### src/rtl/lphm_pkg.sv
// Package for the linear-probe hash map: sizes, command codes, hash helper.
// No dependencies.
package lphm_pkg;
    localparam int Capacity   = 256;
    localparam int SlotW      = $clog2(Capacity);
    localparam int KeyW       = 32;
    localparam int ValW       = 32;
    localparam int CountW     = 8;
    localparam int Threshold  = (Capacity / 4) * 3;
    localparam logic [31:0] MultReset = 32'd2654435761;

    typedef enum logic [1:0] {
        CMD_LOOKUP = 2'd0,
        CMD_INSERT = 2'd1,
        CMD_ERASE  = 2'd2,
        CMD_CLEAR  = 2'd3
    } t_cmd;

    // Memory entry: key and value share one word.
    typedef struct packed {
        logic [KeyW-1:0] key;
        logic [ValW-1:0] val;
    } t_entry;

    // Result item; packed so found is the lowest bit.
    typedef struct packed {
        logic [CountW-1:0] entry_count;
        logic              full_reject;
        logic              was_new;
        logic [SlotW-1:0]  slot;
        logic [ValW-1:0]   read_value;
        logic              found;
    } t_result;

    // Home slot: top bits of the low 32 product bits.
    function automatic logic [SlotW-1:0] home_of(input logic [63:0] prod);
        return prod[31 -: SlotW];
    endfunction
endpackage

### src/rtl/lphm_hash.sv
// Registered multiplicative hash: one multiply, with the product registered before the home slot is taken from it.
// Depends on lphm_pkg.
module lphm_hash (
    input  logic                          i_clk,
    input  logic [lphm_pkg::KeyW-1:0]     i_key,
    input  logic [31:0]                   i_mult,
    output logic [lphm_pkg::SlotW-1:0]    o_home
);
    import lphm_pkg::*;
    logic [63:0] r_prod;
    always_ff @(posedge i_clk) begin
        r_prod <= 64'(i_key) * 64'(i_mult);
    end
    assign o_home = home_of(r_prod);
endmodule

### config.mk
export PLATFORM = sky130hd
export DESIGN_NAME = lphm_hash
export DESIGN_NICKNAME = d
export VERILOG_FILES = /design/src/rtl/lphm_pkg.sv /design/src/rtl/lphm_hash.sv
export SDC_FILE = /design/constraint.sdc
export NUM_CORES = 1
export LEC_CHECK = 0
export BUFFER_PORTS_ARGS = -buffer_cell sky130_fd_sc_hd__buf_2
export CAP_MARGIN = 5
export CORE_ASPECT_RATIO = 0.6
export CORE_UTILIZATION = 66
export DETAILED_ROUTE_END_ITERATION = 10
export GPL_TIMING_DRIVEN = 0
export HOLD_SLACK_MARGIN = 0.02
export PLACE_DENSITY = 0.85
export SYNTH_ARGS = -nofsm -noshare
export SYNTH_HDL_FRONTEND = slang
export SYNTH_SLANG_ARGS = --single-unit
### constraint.sdc
create_clock -name i_clk -period 9.25 [get_ports i_clk]
set_input_delay 0.4625 -clock i_clk [delete_from_list [all_inputs] [get_ports i_clk]]
set_output_delay 0.4625 -clock i_clk [all_outputs]
set_load 0.01 [all_outputs]
==> impl_metrics.tcl <==
set metrics [dict create \
    ys_ff_latch 8 \
    h-tree-depth 1 \
    pin_count_of_the_biggest_net_entering_global_routing 11 \
    cts_buffer_count 3 \
    post_synth_mux_area_share_pct 0 \
    post_synth_and_or_nand_nor_area_fraction_pct 19.7 \
    vias_per_cell 5.75 \
    globalRouteOverflowTotal 0 \
    layout-drive-gt1-share_pct 4.69 \
    largest_register_ffs 8 \
    placement_rows 42 \
    maxSlewHeadroom_pct 14.9 \
    data_required_critical_path_ns 9.39 \
    wl_per_cell_um 23.8 \
    io_pins 73 \
    drt.antenna.violating_nets 0 \
    post-route-drc-count 0 \
    detailroute.via_count 11580 \
    end_kind "flop" \
    crit_path_top_delay_cell "sky130_fd_sc_hd__clkbuf_1" \
    path_common_cell "sky130_fd_sc_hd__fa_1" \
    cap_violations 0 \
    grt_setup_unrepaired "no" \
    dp_hpwl_um 39900 \
    cts_repair_resize_count 0 \
    most_area_hungry_cell_type_in_the_yosys_netlist "sky130_fd_sc_hd__fa_1" \
    yosys_most_used_dff "sky130_fd_sc_hd__dfxtp_1" \
    syn_avg_cell_area_um2 9.39 \
    fraction_of_the_mapped_netlist_area_in_compound_gates_pct 1.38 \
    first_global_vias 12562 \
    initial_utilization_pct 68.4 \
    die_h_um 120 \
    cp.arrival_ns 9.12 \
    crit_chain "buf_2 -> clkbuf_1 -> clkbuf_1 -> and2_1 -> fa_1 -> fa_1 -> fa_1 -> inv_1 -> fa_1 -> inv_1 -> fa_1 -> inv_1 -> fa_1 -> inv_1 -> fa_1 -> fa_1 -> ha_1 -> nand3_1 -> nor3_1 -> nand3_1 -> a211oi_2 -> o2111ai_1 -> a311o_1 -> o311ai_1" \
    layout_min_cycle_time_ns 8.98 \
    max_stage_delay_ns 1.01 \
    total_wire_length_um 47800 \
    synth.top_cells.by_count "407 x sky130_fd_sc_hd__fa_1, 370 x sky130_fd_sc_hd__inv_1, 367 x sky130_fd_sc_hd__and2_1, 161 x sky130_fd_sc_hd__nand2_1, 120 x sky130_fd_sc_hd__ha_1" \
    io_buffer_count 70 \
    post_synth_num_cell_types 35 \
    netlist_instances 1631 \
    synthMostInstantiatedCell "sky130_fd_sc_hd__fa_1" \
    outcome "complete, no violations" \
    grt_pass1_wl_um 74000 \
    max_freq_mhz 111 \
    registers.top_by_ff_count "r_prod" \
    placer_s_final_routability_congestion_estimate 1.02 \
    seq_area_frac_synth_pct 1.05 \
    cts.repair_timing.setup_buffer_count 0 \
    path_max_fanout 10 \
    ctsHoldBuffers 0 \
    grt_use_total_pct 43.7 \
    synth-adder-area-share_pct 63.0 \
    synth_enable_flop_cells 0 \
    synthArstFlopShare_pct 0 \
    grt_antenna_before_repair 1 \
    tns_ns 0 \
    startpoint_to_endpoint_class_of_the_critical_path "in2reg" \
    core_area_um2 22400 \
    dominant_combinational_cell_family_by_area_after_synthesis "adder cells" \
    post_synth_main_area_contributors "sky130_fd_sc_hd__fa_1 53%, sky130_fd_sc_hd__and2_1 15%, sky130_fd_sc_hd__ha_1 9.8%, sky130_fd_sc_hd__inv_1 9.1%, sky130_fd_sc_hd__nand2_1 3.9%" \
    reg_top3 "r_prod x8" \
    synthesis.area_um2 15300 \
    worst_slew_pin_slew_ns 1.28 \
    layout-area-overhead-vs-synth_pct 5.31 \
    timing.final.max_slew_violations 0 \
    clk_pin_slew_worst_paths_ns 0.04 \
    setup.worst_path.start_class "input pin" \
    post-route-period-util_pct 97.1 \
    hold_class "reg2out" \
    die-area_um2 23800 \
    setup_viol_count_final 0 \
    fin_nets 2298 \
    synth_top_area_share_pct 53.2 \
    floorplan.die.width_um 199 \
    timing_hold_violations_final 0 \
    cts_max_path_buffers 2 \
    1st_pass_router_iterations 7 \
    synth_fp_nets 2223 \
    cts_tree "yes" \
    ys.warnings.count 0 \
    post_synth_xor_area_fraction_pct 3.86 \
    clock_tree_root_buffer_cell "sky130_fd_sc_hd__clkbuf_16" \
    clkSinkCount 8 \
    post-route-util_pct 72.0 \
    starting_drt_drc_count 1168 \
]
## metal layers
metal	vias to the layer above	wire length [µm]	global-route usage [%]
met1	5764	18700	62.0
li1	4799	-	-
met4	2	1750	12.1
met3	125	8830	21.2
met5	-	111	3.70
met2	890	18400	58.8
## cells in the final DEF (no fill, tap or decap), types with 2 or more instances in the layout
cell type,Yosys,routed
sky130_fd_sc_hd__nand2_1,161,161
sky130_fd_sc_hd__nor3_1,3,3
sky130_fd_sc_hd__ha_1,120,120
sky130_fd_sc_hd__inv_1,370,370
sky130_fd_sc_hd__dfxtp_1,8,8
sky130_fd_sc_hd__xnor2_1,50,50
sky130_fd_sc_hd__xor2_1,13,13
sky130_fd_sc_hd__clkbuf_1,78,78
sky130_fd_sc_hd__nand3_1,5,5
sky130_fd_sc_hd__and2_1,367,367
sky130_fd_sc_hd__a21o_1,3,3
sky130_fd_sc_hd__o21ai_0,4,4
sky130_fd_sc_hd__clkbuf_16,0,3
sky130_fd_sc_hd__or2_2,2,2
sky130_fd_sc_hd__nand4_1,4,4
sky130_fd_sc_hd__o211ai_1,2,2
sky130_fd_sc_hd__fa_1,407,407
sky130_fd_sc_hd__a21oi_1,12,12
sky130_fd_sc_hd__nor2_1,5,5
sky130_fd_sc_hd__buf_2,1,71
## through the flow
step / hold WS [ns] / std cells / instance area (µm²) / setup WS [ns]
after global routing: 1.12 / 2013 / 16100 / 0.141
after floorplan: 0.767 / 1631 / 15300 / 2.57
after detailed placement: 0.859 / 2009 / 16000 / 0.554
after global placement: 0.856 / 2009 / 16000 / 0.645
after CTS: 1.11 / 2012 / 16100 / 0.666
final: 1.10 / 2013 / 16100 / 0.265
## final cells by class
class / count / area [µm²]
Multi-Input combinational cell: 1173 / 13500
Fill cell: 1777 / 6260
Inverter: 370 / 1390
Tap cell: 308 / 385
Timing Repair Buffer: 70 / 350
Buffer: 80 / 303
Sequential cell: 8 / 160
Clock buffer: 3 / 75.1
Antenna cell: 1 / 2.50
## worst max-delay path: cells and delay by family
family / cells / cell delay (ns)
and+or+nand+nor: 4 / 1.62
buffers and inverters: 7 / 2.05
adders and majority gates: 9 / 3.73
AOI/OAI and AO/OA: 4 / 1.23
## final timing paths
check | startpoint | endpoint | slack (ns) | cells after the start
worst min-delay path | r_prod[24] | o_home[0] | 1.10 | 1
worst max-delay path | i_key[3] | r_prod[30] | 0.27 | 24
## kinds of logic (layout without fill, tap and decap cells)
group / count (synthesis) / after routing
AO/OA/AOI/OAI: 32 / 32
XOR/XNOR: 65 / 65
adder cells (fa/ha/maj): 527 / 527
buffers and inverters: 450 / 523
flip-flops: 8 / 8
other: 0 / 1
AND/OR/NAND/NOR: 549 / 549
Power is left out: the tool's default activity adds up to more than one toggle a clock period on the data nets, which glitch-free logic cannot reach.
